$ cat config.mk
export PLATFORM = sky130hd
export DESIGN_NAME = srd_ctrl
export DESIGN_NICKNAME = d
export VERILOG_FILES = /design/src/design/srd_pkg.sv /design/src/design/srd_ctrl.sv
export SDC_FILE = /design/constraint.sdc
export NUM_CORES = 1
export LEC_CHECK = 0
export BUFFER_PORTS_ARGS = -buffer_cell sky130_fd_sc_hd__buf_2
export CORE_MARGIN = 1.5
export CORE_UTILIZATION = 50
export CTS_CLUSTER_SIZE = 8
export DETAILED_ROUTE_END_ITERATION = 12
export PLACE_DENSITY = 0.82
export SYNTH_ARGS = -nofsm -noshare
export SYNTH_HDL_FRONTEND = slang
export SYNTH_SLANG_ARGS = --single-unit
export TNS_END_PERCENT = 5
$ cat constraint.sdc
create_clock -name clock -period 1.8 [get_ports clock]
set_input_delay 0 -clock clock [delete_from_list [all_inputs] [get_ports clock]]
set_output_delay 0 -clock clock [all_outputs]
set_load 0.005 [all_outputs]
$ cat src/design/srd_pkg.sv
// ----------------------------------------------------------------------------
// srd_pkg
// Shared types, constants and helpers for the stereo reverse delay core.
// ----------------------------------------------------------------------------
package srd_pkg;

   localparam int DELAY_DEPTH = 131072;
   localparam int ADDR_W      = $clog2(DELAY_DEPTH);
   localparam int CNT_W       = ADDR_W + 1;
   localparam int SAMPLE_W    = 24;
   localparam int LEN_W       = 16;
   localparam int GAIN_W      = 16;
   localparam int FB_GAIN_W   = 15;
   localparam int ENV_W       = 16;
   localparam int FADE_W      = 10;
   localparam int PROD_W      = 48;
   localparam int CSR_IDX_W   = 3;
   localparam int CSR_DATA_W  = 16;

   localparam int CHUNK_MIN   = 1024;
   localparam int CHUNK_MAX   = DELAY_DEPTH / 2 - 256;
   localparam int FADE_MIN    = 64;
   localparam int FADE_MAX    = 512;
   localparam int W_MAIN      = 26870;
   localparam int W_TEX       = 12452;
   localparam int LP_ALPHA    = 5898;

   localparam logic [LEN_W-1:0]     CHUNK_LENGTH_RST  = 16'd11536;
   localparam logic [FB_GAIN_W-1:0] FEEDBACK_GAIN_RST = 15'd4557;
   localparam logic [GAIN_W-1:0]    DRY_GAIN_RST      = 16'd27103;
   localparam logic [GAIN_W-1:0]    WET_GAIN_RST      = 16'd18420;

   localparam logic signed [PROD_W-1:0] SAT_HI = PROD_W'((64'sd1 <<< (SAMPLE_W - 1)) - 64'sd1);
   localparam logic signed [PROD_W-1:0] SAT_LO = -SAT_HI - PROD_W'(1);

   typedef enum logic [CSR_IDX_W-1:0] {
      CSR_CHUNK_LENGTH  = 3'd0,
      CSR_FEEDBACK_GAIN = 3'd1,
      CSR_DRY_GAIN      = 3'd2,
      CSR_WET_GAIN      = 3'd3,
      CSR_TEXTURE_MODE  = 3'd4,
      CSR_BYPASS        = 3'd5
   } csr_index_type;

   typedef struct packed {
      logic signed [SAMPLE_W-1:0] dry_left;
      logic signed [SAMPLE_W-1:0] dry_right;
   } req_type;

   typedef struct packed {
      logic signed [SAMPLE_W-1:0] out_left;
      logic signed [SAMPLE_W-1:0] out_right;
   } rsp_type;

   typedef struct packed {
      logic load_in;
      logic setup;
      logic rd_a;
      logic rd_b;
      logic lat_a;
      logic lat_b;
      logic div_start;
      logic env;
      logic tex;
      logic mix;
      logic lp;
      logic fb;
      logic rsp_load;
   } cmd_type;

   typedef struct packed {
      logic bypass;
      logic div_done;
   } status_type;

   function automatic logic signed [SAMPLE_W-1:0] sat_sample(
      input logic signed [PROD_W-1:0] v);
      if (v > SAT_HI) return SAMPLE_W'(SAT_HI);
      if (v < SAT_LO) return SAMPLE_W'(SAT_LO);
      return SAMPLE_W'(v);
   endfunction

endpackage

$ cat src/design/srd_ctrl.sv
// ----------------------------------------------------------------------------
// srd_ctrl
// Sequencer for one sample pair and the result register handshake.
// ----------------------------------------------------------------------------
module srd_ctrl import srd_pkg::*; (
   input  logic       clock,
   input  logic       reset,
   input  logic       req_valid,
   output logic       req_ready,
   output logic       rsp_valid,
   input  logic       rsp_ready,
   input  status_type status,
   output cmd_type    cmd
);

   typedef enum logic [11:0] {
      ST_IDLE    = 12'b000000000001,
      ST_SETUP   = 12'b000000000010,
      ST_READ_A  = 12'b000000000100,
      ST_READ_B  = 12'b000000001000,
      ST_LATCH_B = 12'b000000010000,
      ST_DIV     = 12'b000000100000,
      ST_ENV     = 12'b000001000000,
      ST_TEX     = 12'b000010000000,
      ST_MIX     = 12'b000100000000,
      ST_LP      = 12'b001000000000,
      ST_FB      = 12'b010000000000,
      ST_DONE    = 12'b100000000000
   } state_type;

   state_type state_ff, state_in;
   logic      rsp_valid_ff, rsp_valid_in;

   always_comb begin
      state_in = state_ff;
      cmd      = '0;
      unique case (state_ff)
         ST_IDLE: begin
            if (req_valid) begin
               cmd.load_in = 1'b1;
               state_in    = ST_SETUP;
            end
         end
         ST_SETUP: begin
            if (status.bypass) begin
               state_in = ST_DONE;
            end else begin
               cmd.setup = 1'b1;
               state_in  = ST_READ_A;
            end
         end
         ST_READ_A: begin
            cmd.rd_a      = 1'b1;
            cmd.div_start = 1'b1;
            state_in      = ST_READ_B;
         end
         ST_READ_B: begin
            cmd.rd_b  = 1'b1;
            cmd.lat_a = 1'b1;
            state_in  = ST_LATCH_B;
         end
         ST_LATCH_B: begin
            cmd.lat_b = 1'b1;
            state_in  = ST_DIV;
         end
         ST_DIV: begin
            if (status.div_done) state_in = ST_ENV;
         end
         ST_ENV: begin
            cmd.env  = 1'b1;
            state_in = ST_TEX;
         end
         ST_TEX: begin
            cmd.tex  = 1'b1;
            state_in = ST_MIX;
         end
         ST_MIX: begin
            cmd.mix  = 1'b1;
            state_in = ST_LP;
         end
         ST_LP: begin
            cmd.lp   = 1'b1;
            state_in = ST_FB;
         end
         ST_FB: begin
            cmd.fb   = 1'b1;
            state_in = ST_DONE;
         end
         ST_DONE: begin
            // result slot is free or empties on this transfer
            if (!rsp_valid_ff || rsp_ready) begin
               cmd.rsp_load = 1'b1;
               state_in     = ST_IDLE;
            end
         end
         default: state_in = ST_IDLE;
      endcase
   end

   always_comb begin
      rsp_valid_in = rsp_valid_ff;
      if (rsp_valid_ff && rsp_ready) rsp_valid_in = 1'b0;
      if (cmd.rsp_load) rsp_valid_in = 1'b1;
   end

   always_ff @(posedge clock) begin
      if (reset) begin
         state_ff     <= ST_IDLE;
         rsp_valid_ff <= 1'b0;
      end else begin
         state_ff     <= state_in;
         rsp_valid_ff <= rsp_valid_in;
      end
   end

   assign req_ready = (state_ff == ST_IDLE);
   assign rsp_valid = rsp_valid_ff;

   a_load_slot_free: assert property (@(posedge clock) disable iff (reset)
      cmd.rsp_load |-> (!rsp_valid_ff || rsp_ready))
      else $error("result loaded over a pending result");

   a_load_sets_valid: assert property (@(posedge clock) disable iff (reset)
      cmd.rsp_load |=> rsp_valid_ff)
      else $error("result valid not raised after load");

   a_accept_to_setup: assert property (@(posedge clock) disable iff (reset)
      (req_valid && req_ready) |=> (state_ff == ST_SETUP))
      else $error("accepted request did not start processing");

   a_no_accept_while_busy: assert property (@(posedge clock) disable iff (reset)
      (state_ff != ST_IDLE) |-> !cmd.load_in)
      else $error("input loaded while busy");

endmodule

==> out/qor.txt, run 1 <==
FINISH
----------------------------------------------------------------------------------------
Number of nets at the end of the flow                                                125
Antenna diode count                                                                    0
Area taken by flip-flops and latches                                             265 um2
Final std cell area, no fill                                                     998 um2
Share of final-layout standard cells stronger than drive strength 1                36.4%
Layout-stage area growth over the synthesis result                                 22.6%
Fill cells                                                                           128
Fin util                                                                           65.5%
Footprint of the multi-input gates                                               534 um2

SYNTH
----------------------------------------------------------------------------------------
Most frequent cells after synthesis                                         sky130_fd_sc_hd__dfxtp_1, sky130_fd_sc_hd__nor2_1, sky130_fd_sc_hd__and2_1
Area share of the leading cell type in the synthesized netlist                     32.0%
Count of flip-flops with a built-in enable after synthesis                             0
Portion of the post-synthesis area used by sequential elements                     32.0%
Area fraction in and, or, nand and nor cells after synthesis                       44.9%
Share of synthesized flip-flops with an asynchronous set or reset                     0%
Main combinational cell family by area after synthesis                      simple AND/OR/NAND/NOR gates
Flip-flop and latch count after synthesis                                             13
Yosys top cell by area                                                      sky130_fd_sc_hd__dfxtp_1
Count of distinct cell types in the synthesized netlist                               38
Post-synth design cell area                                                      815 um2
Most frequent cell after synthesis                                          sky130_fd_sc_hd__dfxtp_1
Compound-gate portion of the synthesized area                                      14.0%
Share of cell area taken by muxes after synthesis                                     0%
Post-Syn Area per Cell                                                          8.57 um2
Yosys warnings                                                                         0
Net count of the mapped netlist                                                      101
Synth area leaders                                                          sky130_fd_sc_hd__dfxtp_1, sky130_fd_sc_hd__and2_1, sky130_fd_sc_hd__and3_1
Ys flop type                                                                sky130_fd_sc_hd__dfxtp_1
Synth Area in Adders                                                                  0%
Post-Synthesis Cells                                                                  95
Post-synthesis xor/xnor area fraction                                              3.23%

TIMING
----------------------------------------------------------------------------------------
RSZ-0062 raised after global routing                                                true
Achievable Freq                                                                  561 MHz
Pins over their slew limit                                                             0
Final Hold Violating Endpoints                                                         0
Min Hold Slack                                                                 0.0719 ns
Slew @ Worst Pin                                                                0.515 ns
Endpoints failing setup                                                                0
Relative slew margins                                                              65.5%
Worst-case clock skew                                                         0.00196 ns
Crit path time final                                                             1.78 ns
Final worst path period share                                                      99.1%

RUN
----------------------------------------------------------------------------------------
Number of max-cap violations                                                           0

CLOCK NETWORK
----------------------------------------------------------------------------------------
# clock sinks                                                                         13
Buffer levels on the longest clock path                                                2
Clock tree from TritonCTS                                                          built
Clock slew at the register clock pins of the worst setup and hold paths          0.07 ns
Level count of the clock H-tree                                                        1
Clk_lat worst skew                                                               0.27 ns
Root buffer cell                                                            sky130_fd_sc_hd__clkbuf_4
Clock buffers created by TritonCTS                                                     3

ROUTING
----------------------------------------------------------------------------------------
Routed length on met1                                                             864 um
Total length of routed wires                                                     1.87 mm
First-pass iteration count of the detailed router                                      4
Met2 routed wirelength                                                            878 um
Routed wirelength normalized by instance count                                   13.9 um
Uppermost layer routed                                                              met4
Number of nets with antenna violations after routing                                   0
Via/cell ratio                                                                      5.90
Detailed-route via count                                                             791
Wire length on met3                                                                83 um
Initial detailed-routing violation count                                              23
Remaining design rule violation count                                                  0

FLOORPLANNING
----------------------------------------------------------------------------------------
Initial Util                                                                       53.4%
Number of placement rows                                                              14
DIE AREA                                                                        1880 um2
Horizontal die dimension                                                         43.4 um
Core Region                                                                     1520 um2
Vertical die dimension                                                           43.4 um
Number of I/O pins                                                                    21

PLACED DESIGN
----------------------------------------------------------------------------------------
Routability Congestion                                                             0.959
Number of buffers added on ports                                                      20
Total half-perimeter wirelength after legalization and detailed placement        1.40 mm
Placed cell areas                                                                908 um2

GRT
----------------------------------------------------------------------------------------
Overall global routing resource usage                                              22.8%
Global-route wire length before repair                                           3.16 mm
Vias in the first global route                                                       697
Maximum number of pins on one net before global-route repair                          11
Total congestion overflow after global routing                                         0
Number of antenna violations at the first check in global routing                      0

WORST SETUP PATH
----------------------------------------------------------------------------------------
CP Max Fanout                                                                          8
CP endpoint kind                                                            primary output
Arrival time of the worst setup path                                             1.78 ns
Startpoint type of the worst setup path                                         register
Data required time at the worst endpoint                                         1.80 ns
Crit Path Category                                                            reg -> out

WORST HOLD PATH
----------------------------------------------------------------------------------------
Classification of the worst-slack hold path                                    in -> reg

POWER
----------------------------------------------------------------------------------------
Power density normalized to cell area                                         578 nW/um2
Cell leakage power                                                           0.000438 uW
Worst VDD drop                                                                    424 uV

RUN STATUS
----------------------------------------------------------------------------------------
Status                                                                      finished, final reports clean

kinds of logic (layout without fill, tap and decap cells):
kind of cell | after synthesis | after routing
buffers and inverters | 7 | 30
AND/OR/NAND/NOR | 55 | 55
flip-flops | 13 | 13
AO/OA/AOI/OAI | 17 | 17
XOR/XNOR | 3 | 3
path summary, 6_finish.rpt:
kind                from  cells after the start           to  slack [ns]
min            rsp_ready                      3    rsp_valid        0.07
min reg2reg    rsp_valid                      2    rsp_valid        0.56
max          state_ff[9]                      4       cmd[6]        0.02
max reg2reg  state_ff[9]                      4  state_ff[8]        0.15
routing by layer:
metal / GRT usage (%) / up-vias
met1: 30.7 / 372
met5: 0 / -
met2: 34.3 / 25
met4: 11.5 / 0
li1: - / 390
met3: 5.00 / 4
per-stage QoR:
stage	setup TNS, ns	instances	power [uW]	worst slack, ns
after global routing	-0.349	134	614	-0.0718
after floorplan	0	95	367	0.250
after global placement	0	127	396	0.169
after detailed placement	0	127	399	0.0794
after CTS	0	134	581	0.00461
final	0	134	578	0.0159
final cells by class:
class	instances	area share, %
timing repair buffer	26	15.3
multi-input combinational	75	53.5
sequential	13	26.6
tap	16	2.01
clock buffer	4	2.63
cells in the final DEF (no fill, tap or decap), types with 2 or more instances in the layout:
master and instances:
sky130_fd_sc_hd__a21oi_1 2, sky130_fd_sc_hd__dfxtp_2 4, sky130_fd_sc_hd__xor2_1 3, sky130_fd_sc_hd__or4_4 2, sky130_fd_sc_hd__nand2_1 4, sky130_fd_sc_hd__and2_1 6
sky130_fd_sc_hd__dfxtp_1 9, sky130_fd_sc_hd__nor3_1 3, sky130_fd_sc_hd__clkbuf_4 3, sky130_fd_sc_hd__o21ai_0 5, sky130_fd_sc_hd__nand3_1 4, sky130_fd_sc_hd__nor3b_2 2
sky130_fd_sc_hd__and3_1 4, sky130_fd_sc_hd__a211oi_1 2, sky130_fd_sc_hd__nor2b_1 4, sky130_fd_sc_hd__nor2_1 7, sky130_fd_sc_hd__nand2b_1 5, sky130_fd_sc_hd__dlygate4sd3_1 3
sky130_fd_sc_hd__buf_2 20, sky130_fd_sc_hd__and4bb_2 2, sky130_fd_sc_hd__buf_4 3
what timing repair did:
item / CTS / global route
hold buffers: 3 / 0
gates resized for setup: 6 / 3
pin swaps: 1 / 2
setup endpoints to repair: 6 / 13
setup buffers: 0 / 0
hold endpoints to repair: 5 / 0
power by group:
part / internal [uW] / switching [uW] / total (uW)
Clock: 86.0 / 89.0 / 175
Sequential: 292 / 11.5 / 304
Combinational: 49.9 / 48.8 / 98.7
worst max-delay path, cell delays in order (launching register included):
cell,delay (ns)
sky130_fd_sc_hd__dfxtp_2,0.36
sky130_fd_sc_hd__or4_4,0.57
sky130_fd_sc_hd__nor3_4,0.25
sky130_fd_sc_hd__and3_4,0.23
sky130_fd_sc_hd__buf_2,0.11
state kept, by name (all words and copies together) (netlist names):
signal / flops
state_ff: 12
rsp_valid: 1
Note: power is estimated with default switching activity, not from simulation.
==> inputs of run 2 (changes only) <==
--- a/config.mk
+++ b/config.mk
@@ -5,12 +5,13 @@
 export SDC_FILE = /design/constraint.sdc
 export NUM_CORES = 1
 export LEC_CHECK = 0
+export ABC_AREA = 1
 export BUFFER_PORTS_ARGS = -buffer_cell sky130_fd_sc_hd__buf_2
 export CORE_MARGIN = 1.5
-export CORE_UTILIZATION = 50
+export CORE_UTILIZATION = 51
 export CTS_CLUSTER_SIZE = 8
 export DETAILED_ROUTE_END_ITERATION = 12
-export PLACE_DENSITY = 0.82
+export PLACE_DENSITY = 0.83
 export SYNTH_ARGS = -nofsm -noshare
 export SYNTH_HDL_FRONTEND = slang
 export SYNTH_SLANG_ARGS = --single-unit
==> run 2 against run 1 <==
Effect of this change:
- hold slack got worse by 0.065 ns
- sequential power is 2% higher
- global-route usage fell by 3.5 points
- routed wire length fell by 7.0%
- design area fell by 4.8%
- clock skew increased by 0.0034 ns
- critical path depth is 1 higher
- area after synthesis rose by 2.9%
- worst setup slack gained 0.38 ns
- maximum frequency grew 27%
- sequential share of layout area grew 0.80 points
- critical endpoint is now cmd[11]
- largest cell class unchanged
- highest routed layer unchanged
==> out/qor.txt, run 2 <==
RUN STATUS
----------------------------------------------------------------------------------------
Status                                                                      finished, final reports clean

PLACED DESIGN
----------------------------------------------------------------------------------------
Routability Congestion                                                             0.812   -15%
Number of buffers added on ports                                                      20   unchanged
Total half-perimeter wirelength after legalization and detailed placement        1.41 mm   +0.91%

GRT
----------------------------------------------------------------------------------------
Maximum number of pins on one net before global-route repair                          12   +1
GR met2 Demand/Resource                                                            35.3%   +0.97 points
Vias in the first global route                                                       713   +2.3%
Number of antenna violations at the first check in global routing                      0   unchanged
Met1 Track Usage GR                                                                22.2%   -8.5 points
Overall global routing resource usage                                              19.3%   -3.5 points
Met3 track demand over resource in global routing                                  2.50%   -2.5 points
Total congestion overflow after global routing                                         0   unchanged
Routing layer with the top usage in global route                                    met2
Global-route wire length before repair                                           2.75 mm   -13%

ROUTING
----------------------------------------------------------------------------------------
Remaining design rule violation count                                                  0   unchanged
Routed wirelength normalized by instance count                                   10.5 um   -24%
First-pass iteration count of the detailed router                                      4   unchanged
Number of nets with antenna violations after routing                                   0   unchanged
Via/cell ratio                                                                      5.05   -14%
Total length of routed wires                                                     1.74 mm   -7.0%
Initial detailed-routing violation count                                              29   +26%
Detailed-route via count                                                             834   +5.4%

FLOORPLANNING
----------------------------------------------------------------------------------------
Number of placement rows                                                              14   unchanged
Number of I/O pins                                                                    21   unchanged
Horizontal die dimension                                                         43.5 um   +0.42%
Initial Util                                                                       55.0%   +1.6 points
Vertical die dimension                                                           43.5 um   +0.42%
Core Region                                                                     1520 um2   unchanged
DIE AREA                                                                        1900 um2   +0.83%

TIMING
----------------------------------------------------------------------------------------
Endpoints failing setup                                                                0   unchanged
Relative slew margins                                                              76.0%   +11 points
Pins over their slew limit                                                             0   unchanged
Final worst path period share                                                      78.2%   -21 points
Slew @ Worst Pin                                                                0.357 ns   -0.158 ns
Achievable Freq                                                                  711 MHz   +27%
RSZ-0062 raised after global routing                                               false
Crit path time final                                                             1.41 ns   -0.377 ns
Summed negative setup slack over all endpoints                                      0 ns   unchanged
Worst-case clock skew                                                         0.00538 ns   +0.00342 ns
Final Hold Violating Endpoints                                                         0   unchanged

FINISH
----------------------------------------------------------------------------------------
Share of final-layout standard cells stronger than drive strength 1                27.5%   -8.9 points
Number of nets at the end of the flow                                                156   +25%
Layout-stage area growth over the synthesis result                                 13.4%
Fill cells                                                                           153   +20%
Register ranked first by flip-flop count                                        state_ff
Footprint of the multi-input gates                                               424 um2   -21%
Most frequent standard cell in the layout excluding fill and tap cells      sky130_fd_sc_hd__inv_1
Area taken by flip-flops and latches                                             260 um2   -1.9%
Antenna diode count                                                                    0   unchanged
Fin util                                                                           62.4%   -3.1 points
Commonest non-fill, non-tap cells in the layout                             sky130_fd_sc_hd__inv_1, sky130_fd_sc_hd__nand2_1, sky130_fd_sc_hd__buf_2
Number of flip-flops in the largest register                                          12   unchanged

WORST SETUP PATH
----------------------------------------------------------------------------------------
CP Max Fanout                                                                          3   -5
Start point of the critical path                                             state_ff[1]
Cell-by-cell listing of the critical path                                   inv_1 -> nor3_1 -> nand3_1 -> inv_1 -> buf_2
Delay-heaviest family, CP                                                   simple AND/OR/NAND/NOR gates
Most used cell, CP                                                          sky130_fd_sc_hd__inv_1
Arrival time of the worst setup path                                             1.41 ns   -0.37 ns
Worst reg2reg startpoint                                                     state_ff[5]
Number of buffer and inverter instances along the worst setup path                     3   +2
Data required time at the worst endpoint                                         1.80 ns   about the same
Startpoint type of the worst setup path                                         register
Crit Path Category                                                            reg -> out
CP endpoint kind                                                            primary output
Master of the slowest instance on the critical path                         sky130_fd_sc_hd__dfxtp_1
Largest stage delay, worst path                                                  0.38 ns   -0.19 ns

CLOCK NETWORK
----------------------------------------------------------------------------------------
Level count of the clock H-tree                                                        1   unchanged
Cells resized by post-CTS repair                                                       0   -6
Clk_lat worst skew                                                               0.29 ns   +0.02 ns
Clock tree from TritonCTS                                                          built
# clock sinks                                                                         13   unchanged
Clock slew at the register clock pins of the worst setup and hold paths          0.08 ns   about the same
Post-CTS repair timing setup buffer count                                              0   unchanged
Buffer levels on the longest clock path                                                2   unchanged
Root buffer cell                                                            sky130_fd_sc_hd__clkbuf_4
Clock buffers created by TritonCTS                                                     3   unchanged
Number of buffers inserted for hold repair after clock tree synthesis                  0   -3

SYNTH
----------------------------------------------------------------------------------------
Yosys warnings                                                                         0   unchanged
Share of cell area taken by muxes after synthesis                                     0%   unchanged
Most frequent cell after synthesis                                          sky130_fd_sc_hd__inv_1
Portion of the post-synthesis area used by sequential elements                     31.0%   -0.91 points
Synth area leaders                                                          sky130_fd_sc_hd__dfxtp_1, sky130_fd_sc_hd__inv_1, sky130_fd_sc_hd__nand2_1
Count of distinct cell types in the synthesized netlist                               21   -45%
Flip-flop and latch count after synthesis                                             13   unchanged
Count of flip-flops with a built-in enable after synthesis                             0   unchanged
Area share of the leading cell type in the synthesized netlist                     31.0%   -0.91 points
Area fraction in and, or, nand and nor cells after synthesis                       48.5%   +3.7 points
Post-Synthesis Cells                                                                 130   +37%
Share of synthesized flip-flops with an asynchronous set or reset                     0%   unchanged
Post-synth design cell area                                                      838 um2   +2.9%
Main combinational cell family by area after synthesis                      simple AND/OR/NAND/NOR gates
Ys flop type                                                                sky130_fd_sc_hd__dfxtp_1
Synth Area in Adders                                                                  0%   unchanged
Net count of the mapped netlist                                                      136   +35%
Post-Syn Area per Cell                                                          6.45 um2   -25%
Yosys top cell by area                                                      sky130_fd_sc_hd__dfxtp_1
Post-synthesis xor/xnor area fraction                                                 0%   -3.2 points
Most frequent cells after synthesis                                         sky130_fd_sc_hd__inv_1, sky130_fd_sc_hd__nand2_1, sky130_fd_sc_hd__nor2_1, sky130_fd_sc_hd__dfxtp_1, sky130_fd_sc_hd__nor3_1
Compound-gate portion of the synthesized area                                      2.09%   -12 points

RUN
----------------------------------------------------------------------------------------
Number of max-cap violations                                                           0   unchanged

WORST HOLD PATH
----------------------------------------------------------------------------------------
Start point of the worst min-delay path                                        req_valid
Classification of the worst-slack hold path                                    in -> reg

POWER
----------------------------------------------------------------------------------------
Cell leakage power                                                           0.000560 uW   +28%
Worst VDD drop                                                                    567 uV   +33%
Power density normalized to cell area                                         752 nW/um2   +30%

-- run 2: cell types whose count changed in the layout (fill, tap and decap cells not counted), sizes merged, moves of 4 or more --
| cell | change |
|---|---|
| inv | +31 |
| nand2 | +25 |
| nor2 | +15 |
| nor3 | +11 |
| and2 | -7 |
| and3 | -5 |
| nand2b | -5 |
| nand3 | +4 |
| nor2b | -4 |
-- run 2: logic make-up after synthesis --
kind of cell	count (synthesis)
flops	13
buf+inv	37
compound gates	3
simple gates	77
-- run 2: worst paths after layout --
| kind | endpoint | slack (ns) | cells past startpoint |
|---|---|---|---|
| setup / recovery | cmd[11] | 0.39 | 5 |
| hold / removal | state_ff[1] | 0.007 | 3 |
| setup reg to reg | state_ff[0] | 0.48 | 7 |
| hold reg to reg | rsp_valid | 0.59 | 4 |
-- run 2: worst min-delay path: stages --
cell and delay (ns):
sky130_fd_sc_hd__buf_2 0.09, sky130_fd_sc_hd__inv_1 0.09, sky130_fd_sc_hd__nor3_1 0.06
-- run 2: layer usage --
layer,vias up,routed length (um)
li1,429,-
met1,368,722
met2,29,878
met3,8,91
met4,0,43
met5,-,0
-- run 2: cell type report --
| cell class | instances | area share (%) |
|---|---|---|
| clock buffer | 4 | 2.76 |
| inverter | 32 | 12.6 |
| multi-input combinational | 80 | 44.6 |
| sequential | 13 | 27.4 |
| tap | 16 | 2.11 |
| timing repair buffer | 20 | 10.5 |
-- run 2: through the flow --
step	cells	setup WS (ns)	power [uW]	instance area (um2)	hold slack, ns
4_1_cts	165	0.390	712	951	0.0140
3_3_place_gp	161	0.528	521	925	0.300
3_5_place_dp	161	0.498	530	925	0.304
6_report	165	0.393	715	951	0.00667
2_1_floorplan	130	0.622	483	838	0.132
5_1_grt	165	0.239	743	951	0.0322
-- run 2: report_power, final --
group / internal, uW / leakage (uW) / switching, uW
registers: 300 / 0.000105 / 10.8
clock network: 86.3 / 0.0000150 / 105
logic: 78.2 / 0.000440 / 135
total: 465 / 0.000560 / 250
